`config.mk`:
```
export PLATFORM = sky130hd
export DESIGN_NAME = bfat_mod
export DESIGN_NICKNAME = d
export VERILOG_FILES = /design/src/sv/bfat_pkg.sv /design/src/sv/bfat_mod.sv
export SDC_FILE = /design/constraint.sdc
export NUM_CORES = 1
export LEC_CHECK = 0
export BUFFER_PORTS_ARGS = -buffer_cell sky130_fd_sc_hd__clkbuf_2
export CORE_UTILIZATION = 50
export CTS_CLUSTER_DIAMETER = 200
export DETAILED_ROUTE_END_ITERATION = 10
export GPL_TIMING_DRIVEN = 0
export HOLD_SLACK_MARGIN = 0.02
export PLACE_DENSITY = 0.76
export SLEW_MARGIN = 20
export SYNTH_ARGS = -nofsm -noshare
export SYNTH_HDL_FRONTEND = slang
export SYNTH_SLANG_ARGS = --single-unit
```
`constraint.sdc`:
```
create_clock -name clk -period 2.8 [get_ports clk]
set_input_delay 0 -clock clk [delete_from_list [all_inputs] [get_ports clk]]
set_output_delay 0 -clock clk [all_outputs]
set_load 0.01 [all_outputs]
```
`src/sv/bfat_pkg.sv`:
```
// Shared types and constants for the bloom filter add/test block.
// No dependencies; imported by the modulo unit and the top level.
package bfat_pkg;

  localparam int KeyW      = 32;
  localparam int ModW      = 13;
  localparam int HcntW     = 3;
  localparam int CfgW      = 64;
  localparam int CfgIdxW   = 3;
  localparam int DividendW = 2 * KeyW;

  localparam logic CmdTest = 1'b0;
  localparam logic CmdAdd  = 1'b1;

  localparam logic [CfgIdxW-1:0] RegBitCount  = 3'd0;
  localparam logic [CfgIdxW-1:0] RegHashCount = 3'd1;
  localparam logic [CfgIdxW-1:0] RegMult01    = 3'd2;
  localparam logic [CfgIdxW-1:0] RegMult23    = 3'd3;
  localparam logic [CfgIdxW-1:0] RegMult45    = 3'd4;
  localparam logic [CfgIdxW-1:0] RegMultSix   = 3'd5;

  localparam logic [ModW-1:0]  BitCountRst  = 13'd4096;
  localparam logic [HcntW-1:0] HashCountRst = 3'd7;
  localparam logic [CfgW-1:0]  Mult01Rst    = 64'd12884901890;
  localparam logic [CfgW-1:0]  Mult23Rst    = 64'd30064771077;
  localparam logic [CfgW-1:0]  Mult45Rst    = 64'd55834574859;
  localparam logic [KeyW-1:0]  MultSixRst   = 32'd17;

  typedef struct packed {
    logic                 start;
    logic [DividendW-1:0] dividend;
    logic [ModW-1:0]      modulus;
  } mod_req_t;

  typedef struct packed {
    logic            busy;
    logic            done;
    logic [ModW-1:0] rem;
  } mod_rsp_t;

endpackage

```
`src/sv/bfat_mod.sv`:
```
// Bit-serial restoring modulo unit: 64-bit dividend by a 13-bit modulus.
// Depends on bfat_pkg for the request and response types.
module bfat_mod (
  input  logic               clk,
  input  logic               rst_n,
  input  bfat_pkg::mod_req_t req,
  output bfat_pkg::mod_rsp_t rsp
);
  import bfat_pkg::*;

  localparam int CntW = $clog2(DividendW);

  logic                 busy_r, busy_nxt;
  logic                 done_r, done_nxt;
  logic [CntW-1:0]      cnt_r, cnt_nxt;
  logic [DividendW-1:0] d_r, d_nxt;
  logic [ModW-1:0]      rem_r, rem_nxt;
  logic [ModW-1:0]      mod_r, mod_nxt;
  logic [ModW:0]        trial;

  always_comb begin
    busy_nxt = busy_r;
    done_nxt = 1'b0;
    cnt_nxt  = cnt_r;
    d_nxt    = d_r;
    rem_nxt  = rem_r;
    mod_nxt  = mod_r;
    trial    = {rem_r, d_r[DividendW-1]};
    if (req.start) begin
      busy_nxt = 1'b1;
      cnt_nxt  = '0;
      d_nxt    = req.dividend;
      rem_nxt  = '0;
      mod_nxt  = req.modulus;
    end else if (busy_r) begin
      d_nxt   = {d_r[DividendW-2:0], 1'b0};
      cnt_nxt = cnt_r + 1'b1;
      if (trial >= {1'b0, mod_r}) begin
        rem_nxt = ModW'(trial - {1'b0, mod_r});
      end else begin
        rem_nxt = ModW'(trial);
      end
      if (cnt_r == CntW'(DividendW - 1)) begin
        busy_nxt = 1'b0;
        done_nxt = 1'b1;
      end
    end
  end

  always_ff @(posedge clk) begin
    if (!rst_n) begin
      busy_r <= 1'b0;
      done_r <= 1'b0;
      cnt_r  <= '0;
    end else begin
      busy_r <= busy_nxt;
      done_r <= done_nxt;
      cnt_r  <= cnt_nxt;
    end
    d_r   <= d_nxt;
    rem_r <= rem_nxt;
    mod_r <= mod_nxt;
  end

  assign rsp.busy = busy_r;
  assign rsp.done = done_r;
  assign rsp.rem  = rem_r;

endmodule
```
* After elaboration in Yosys (flattened, before gate mapping) *
Cells that the tools add are included.

operators by class
  add/sub/neg operators = 2
  $lt $le $gt $ge = 1
  eq/ne operators = 1
  muxes and demuxes = 7
  bitwise operators = 2
  reductions and logical operators = 3

operators with widths
  operator                                                        count
  64-bit 2-to-1 mux                                               2
  14-bit by 13-bit >= comparator with 1-bit output                1
  13-bit 2-to-1 mux                                               1
  13-bit subtractor                                               1
  6-bit by 1-bit adder with 6-bit output (second input constant)  1
  6-bit == test (second input constant)                           1
  1-bit 2-to-1 mux                                                4
  3-bit OR reduction                                              1
  1-bit inverter                                                  2
  2-bit nonzero test                                              1
  2-bit OR reduction                                              1

storage, ports and cells
  register bits after elaboration = 98
  input bits = 80

* Depth between registers and ports, before layout *
Gate-level depths: netlist of run 1.

  depth in word-level cells = 4
  mapped depth = 10

* Worst setup path before layout of run 1 *
Ideal clock, no wire load.

  path kind = reg-to-reg
  from = register busy_r
  to = register d_r[0], enable pin
  arrival = 2198 ps
  data required time = 2376 ps
  slack = 178 ps
  stages on the path, launching flop included = 5
  buffers on the path = 2
  clock period less this slack = 2622 ps
  cell sequence = dfxtp_1 clkbuf_1 inv_1 clkbuf_1 nand2_1

on the way
  longest elaborated chain between the ends = 1

RTL lines
  what                          RTL line        RTL
  from (decl)                   bfat_mod.sv:13  logic busy_r, busy_nxt;
  from (signal assigned)        bfat_mod.sv:56  busy_r <= busy_nxt;
  2-bit nonzero test (no line)  n/a
  to (signal assigned)          bfat_mod.sv:60  d_r <= d_nxt;
  to (decl)                     bfat_mod.sv:16  logic [DividendW-1:0] d_r, d_nxt;

Every way passes these cells.
A chain may end at the register's enable or synchronous reset.

* Final worst setup path of run 1 *
  from = register d_r[63]
  to = register rem_r[1]

on the way
  longest elaborated chain between the ends = 2
  elaborated cells on any way between the ends = 3

RTL lines
  what                                                                                   RTL line                        RTL
  13-bit subtractor or 14-bit by 13-bit >= comparator with 1-bit output (tied branches)  bfat_mod.sv:39, bfat_mod.sv:38
  13-bit 2-to-1 mux (*)                                                                  bfat_mod.sv:38                  if (trial >= {1'b0, mod_r}) begin
  to (signal assigned)                                                                   bfat_mod.sv:61                  rem_r <= rem_nxt;
  to (decl)                                                                              bfat_mod.sv:17                  logic [ModW-1:0] rem_r, rem_nxt;

Every way passes the cells marked *; elsewhere a longest branch is shown, timed or not.

==> impl_metrics.toml, run 1 <==
[run_status]
status = "complete, but fails checks"
violations = "DRC"

[cts]
numCtsBuffers = 9
htreeDepth = 3
clock_sinks = 98
root_buffer = "clkbuf_8"
clkSlewWorstSetupHoldPaths_ns = 0.10
cts_buffer_depth = 2
cts_tree = "built"
insertion_delay_ns = 0.37

[floorplanning]
floorplan.initialDensity_pct = 51.5
die_x_um = 99.3
dieArea_um2 = 9870
num_rows = 35
coreArea_um2 = 9200
die_y_um = 99.3
io_pins = 95

[route]
wl_per_cell_um = 16.5
firstDrtPassIters = 7
wirelength_mm = 10.9
vias = 3555
drcViolationCount = 2
dr.first_iter.drc_count = 129
avgViaCountPerCell = 5.39
ant_nets = 0

[logic_synthesis]
ys_seq_elements = 98
yosys_warnings = 0
async_flop_share_pct = 0
ys_top_cells_by_area = "edfxtp_1, mux2_2, dfxtp_1"
synth_top_area_cell = "edfxtp_1"
yosys.area.top_type_share_pct = 48.8
yosysMostFrequentCell = "edfxtp_1"
synthCells = 361
netlist_area_um2 = 4740
syn_area_per_cell_um2 = 13.1
yosysUniqueCellTypes = 57
synth_edf_count = 77
syn_nets = 456
synth_flop_cell = "edfxtp_1"
yosysSeqAreaShare_pct = 57.7
yosys-top-cells-count = "edfxtp_1, mux2_2, nor2_1"

[worst_setup_path]
cp-start-kind = "flip-flop"
path_buf_inv = 1
critPathTopFamily = "compound AO/OA/AOI/OAI gates"
crit_path_end_kind = "flip-flop"
worstPathRequired_ns = 3.08
critical_path_class = "reg -> reg"
cp.arrival_ns = 2.68
crit_path_cell_trace = "inv_1, ha_1, fa_1, nor2b_4, o2111ai_2, nand3_4, o211ai_2, a2111o_1, o311ai_2"
path_max_fanout = 10
crit_path_top_delay_cell = "fa_1"
critPathMaxStageDelay_ns = 0.46

[power]
power_density_nw_per_um2 = 529
power.switching_uw = 878
intPower_mw = 2.48
power_mw = 3.36
combPwrFrac_pct = 19.3
ir_drop_v = 0.000324
p_clk_share_pct = 27.5
power_leakage_nw = 2.61
seq_power_share_pct = 53.3
swShare_pct = 26.2

[placed_design]
gp_congestion = 0.850
post-place-ws_ns = 0.437
dp_hpwl_mm = 6.49
portBuffers = 94

[global_routing]
grt_overflow_total = 0
antenna_found_initial = 0
grt_pass1_wl_mm = 17.4
grt_max_degree = 36
grt_usage_pct = 23.4
grt_pass1_vias = 3563

[timing]
drv_slew = 0
skew_ns = 0.00675
fmax_mhz = 417
min_period_ns = 2.40
timing.final.crit_share_pct = 85.7
tightest_slew_ns = 0.593
fin_ws_ns = 0.401
grt_setup_unrepaired = "no"
setup_viol = 0
slew_headroom_pct = 60.5
final_hold_viol_count = 0

[job]
cap_violations = 0

[final_layout]
nFillCells = 666
finish.net_count = 640
area_delta_synth_final_pct = 33.9
diodes = 0
drive_gt1_share_pct = 34.6

[min_path]
hold_class = "in -> reg"
[cell usage in the layout (no fill, tap or decap), drive strengths merged, types with 4 or more instances in the layout]
cell         synthesis  final
nor2                23     23
a211oi               4      4
edfxtp              77     77
xnor2               11     11
nand4                4      4
dlygate4sd3          0     78
o41ai                4      4
o21ai               14     14
dfxtp               21     21
a31oi                4      4
buf                 11     12
mux2                63     63
ha                  14     14
nand3               10     10
a311oi               5      5
inv                 18     19
xor2                 4      4
clkbuf              10    113
a21oi               10     10
nand2               16     16
and3                 5      5
[worst register-to-register path, stage by stage (launching register included)]
cell and delay [ns]:
edfxtp_1 0.36, inv_1 0.05, ha_1 0.21, fa_1 0.46, nor2b_4 0.16, o2111ai_2 0.17
nand3_4 0.16, o211ai_2 0.23, a2111o_1 0.45, o311ai_2 0.07
[cell type report]
cell class                      count  area (µm²)  area share, %
Buffer                             21        98.8           1.56
Clock buffer                        9         124           1.95
Clock inverter                      6        66.3           1.05
Inverter                           18        67.6           1.06
Multi-Input combinational cell    224        1850           29.1
Sequential cell                    98        2730           43.1
Tap cell                          111         139           2.19
Timing Repair Buffer              173        1270           20.0
[power groups by stage]
stage,Combinational [mW],Sequential [mW],Clock [mW]
detailed placement,0.547,1.82,0
finish,0.647,1.79,0.921
floorplan,0.378,1.81,0
global route,0.708,1.80,1.00
CTS,0.636,1.79,0.938
global placement,0.525,1.82,0
[final timing paths]
kind | end | start | slack, ns | cells after the start
hold reg to reg | done_r$_SDFF_PP0_ | cnt_r[5]$_SDFFE_PP0P_ | 0.49 | 2
setup / recovery | rem_r[1]$_SDFFE_PP0P_ | d_r[63]$_DFFE_PP_ | 0.40 | 9
hold / removal | mod_r[3]$_DFFE_PP_ | req[77] | 0.16 | 1
setup reg to reg | rem_r[1]$_SDFFE_PP0P_ | d_r[63]$_DFFE_PP_ | 0.40 | 9
[flip-flops by register name (all words and copies together) (netlist names)]
register and cells:
cnt_r 6, done_r 1, busy_r 1, rem_r 13, d_r 64, mod_r 13
[cells by family (layout without fill, tap and decap cells)]
kind of cell	after synthesis	count (layout)	share of synthesized area, %
fa+ha+maj	15	15	4.12
buf+inv	39	227	3.51
flops	98	98	57.7
simple gates	72	72	7.74
compound gates	58	58	8.98
mux	64	64	15.2
xor+xnor	15	15	2.77
[timing repair]
| item | 4_1_cts | 5_1_grt |
|---|---|---|
| setup buffers | 0 | 0 |
| gates resized for setup | 0 | 0 |
| endpoints found under the hold margin | 81 | 0 |
| hold buffers | 78 | 0 |
[per-layer routing]
layer / track usage (%) / wire [µm] / vias to the layer above
met5: 0 / 0 / -
li1: - / - / 1718
met4: 8.94 / 206 / 0
met1: 28.5 / 4520 / 1702
met2: 41.1 / 5640 / 113
met3: 4.71 / 502 / 22
[per-stage QoR]
step           setup TNS [ns]  area [µm²]  instances  utilization (%)  hold slack [ns]
6_report                    0        6340        660             69.0            0.155
5_1_grt                     0        6340        660             69.0            0.161
4_1_cts                     0        6340        660             69.0            0.150
3_5_place_dp                0        5370        567             58.4            0.179
3_3_place_gp           -39.92        5350        566             58.1            0.177
2_1_floorplan               0        4740        361                -           0.0989
Note: power is estimated with default switching activity, not from simulation.
==> run 2: changes to the inputs <==
- HOLD_SLACK_MARGIN: 0.02 -> 0.15
- RECOVER_POWER: default -> 100
- clock period: 2.8 -> 2.1 ns (I/O delays scaled with it)
==> run 2 against run 1 <==
Effect of this change: largest power group unchanged; wire length down 0.48%; sequential power is 34% higher; sequential cell count unchanged; critical endpoint is now rem_r[10]$_SDFFE_PP0P_; sequential share of layout area fell by 1.3 points; register-to-register slack lost 0.53 ns; cell count up 1.2%; the flow finishes with violations (setup timing); via count grew 1.6%.
==> impl_metrics.toml, run 2 (synthesis results as in run 1) <==
[run_status]
status = "complete, but fails checks"
violations = "setup timing"

[global_routing]
grtUsageMet1_pct = 27.6
use_met2_pct = 40.3
grt.busiest_layer = "met2"
grt_max_degree = 65
met3_usage_pct = 4.29
grt_pass1_wl_mm = 17.4
grt_usage_pct = 22.8
grt_overflow_total = 0
antenna_found_initial = 0
grt_pass1_vias = 3658

[floorplanning]
floorplan.initialDensity_pct = 51.5
io_pins = 95
die_x_um = 99.3
num_rows = 35
coreArea_um2 = 9200
dieArea_um2 = 9870
die_y_um = 99.3

[cts]
clock_sinks = 98
cts_buffer_depth = 2
root_buffer = "clkbuf_8"
numCtsBuffers = 9
htreeDepth = 3
clkSlewWorstSetupHoldPaths_ns = 0.10
cts_tree = "built"
insertion_delay_ns = 0.37

[final_layout]
nFillCells = 641
finish.net_count = 647
area_delta_synth_final_pct = 38.0
final_common_cell = "clkbuf_2"
drive_gt1_share_pct = 35.4
largest_reg_flops = 64
multi_input_area_um2 = 1980
largest-register = "d_r"
mostFrequentLayoutCells = "clkbuf_2, dlygate4sd3_1, edfxtp_1"
post-route-util_pct = 71.1
diodes = 0
top_regs = "d_r x64, mod_r x13, rem_r x13"
seq_area_um2 = 2730

[timing]
grt_setup_unrepaired = "yes"
tightest_slew_ns = 0.605
drv_slew = 0
slew_headroom_pct = 59.6
skew_ns = 0.0128
whs_ns = 0.162
min_period_ns = 2.23
final_hold_viol_count = 0
fin_setup_tns_ns = -0.941
timing.final.crit_share_pct = 106
fin_ws_ns = -0.129
setup_viol = 12
fmax_mhz = 449

[job]
cap_violations = 0

[min_path]
hold_class = "in -> reg"

[route]
drcViolationCount = 0
wl_per_cell_um = 16.2
vias = 3611
wirelength_mm = 10.8
dr.first_iter.drc_count = 115
firstDrtPassIters = 5
avgViaCountPerCell = 5.41
ant_nets = 0

[worst_setup_path]
crit_path_top_delay_cell = "edfxtp_1"
crit_path_cell_trace = "inv_2, ha_4, fa_2, nor2b_4, o2111ai_4, nand3_4, buf_6, a211o_2, xnor2_1, a31o_1"
crit_path_end_kind = "flip-flop"
worstPathRequired_ns = 2.36
cp-start-kind = "flip-flop"
critical_path_class = "reg -> reg"
cp.arrival_ns = 2.49
critPathMaxStageDelay_ns = 0.42
path_max_fanout = 4

[placed_design]
gp_congestion = 0.855
dp_hpwl_mm = 6.57
portBuffers = 94

[power]
power_density_nw_per_um2 = 717
power_leakage_nw = 2.62
ir_drop_v = 0.000391
[run 2: changes by cell type in the layout (fill, tap and decap cells not counted), sizes merged]
| cell | before | now |
|---|---|---|
| buf | 12 | 13 |
| bufinv | 1 | 2 |
| clkbuf | 113 | 120 |
| clkinvlp | 2 | 1 |
[run 2: critical path, delay by kind of cell, from the launching register on]
kind,cells,cell delay [ns]
AOI/OAI and AO/OA,3,0.77
xor gates and xnor gates,1,0.14
adders and majority gates,2,0.37
buffers and inverters,2,0.22
DFF,1,0.42
and+or+nand+nor,2,0.21
[run 2: final timing paths]
check | start | endpoint | slack [ns] | cells after the start
hold reg to reg | cnt_r[5]$_SDFFE_PP0P_ | done_r$_SDFF_PP0_ | 0.48 | 2
setup / recovery | d_r[63]$_DFFE_PP_ | rem_r[10]$_SDFFE_PP0P_ | -0.13 | 10
hold / removal | req[77] | mod_r[6]$_DFFE_PP_ | 0.16 | 1
setup reg to reg | d_r[63]$_DFFE_PP_ | rem_r[10]$_SDFFE_PP0P_ | -0.13 | 10
[run 2: per-stage QoR]
stage	area [µm²]	worst slack, ns	cells	power [mW]
6_report	6540	-0.129	668	4.69
5_1_grt	6540	-0.176	668	4.88
4_1_cts	6460	-0.168	664	4.64
3_5_place_dp	5360	-0.301	566	3.16
3_3_place_gp	5360	-0.512	566	3.13
2_1_floorplan	4750	-0.00439	361	2.92
[run 2: area by class of cell]
class	count	area share (%)
timing repair buffer	180	19.8
tap	111	2.12
inverter	18	1.03
multi-input combinational	224	30.3
clock inverter	6	1.36
sequential	98	41.8
clock buffer	10	1.95
buffer	21	1.67
[run 2: timing repair]
| action | in CTS | in global routing |
|---|---|---|
| hold buffers | 78 | 0 |
| pin swaps | 11 | 12 |
| endpoints found under the setup margin | 77 | 77 |
| endpoints found under the hold margin | 85 | 0 |
| gates resized for setup | 19 | 21 |
| gates cloned | 1 | 0 |
| buffers inserted | 3 | 4 |
[run 2: report_power, final]
group / leakage (nW) / switching (mW) / total (mW) / internal [mW]
clock: 0.105 / 0.677 / 1.35 / 0.675
sequential: 0.944 / 0.0782 / 2.39 / 2.31
combinational: 1.57 / 0.460 / 0.952 / 0.492
[run 2: routing by layer]
layer  routed length [µm]  vias to the layer above
met5                    0                        -
met2                 5580                      107
met4                  216                        0
met3                  558                       18
met1                 4470                     1756
li1                     -                     1730
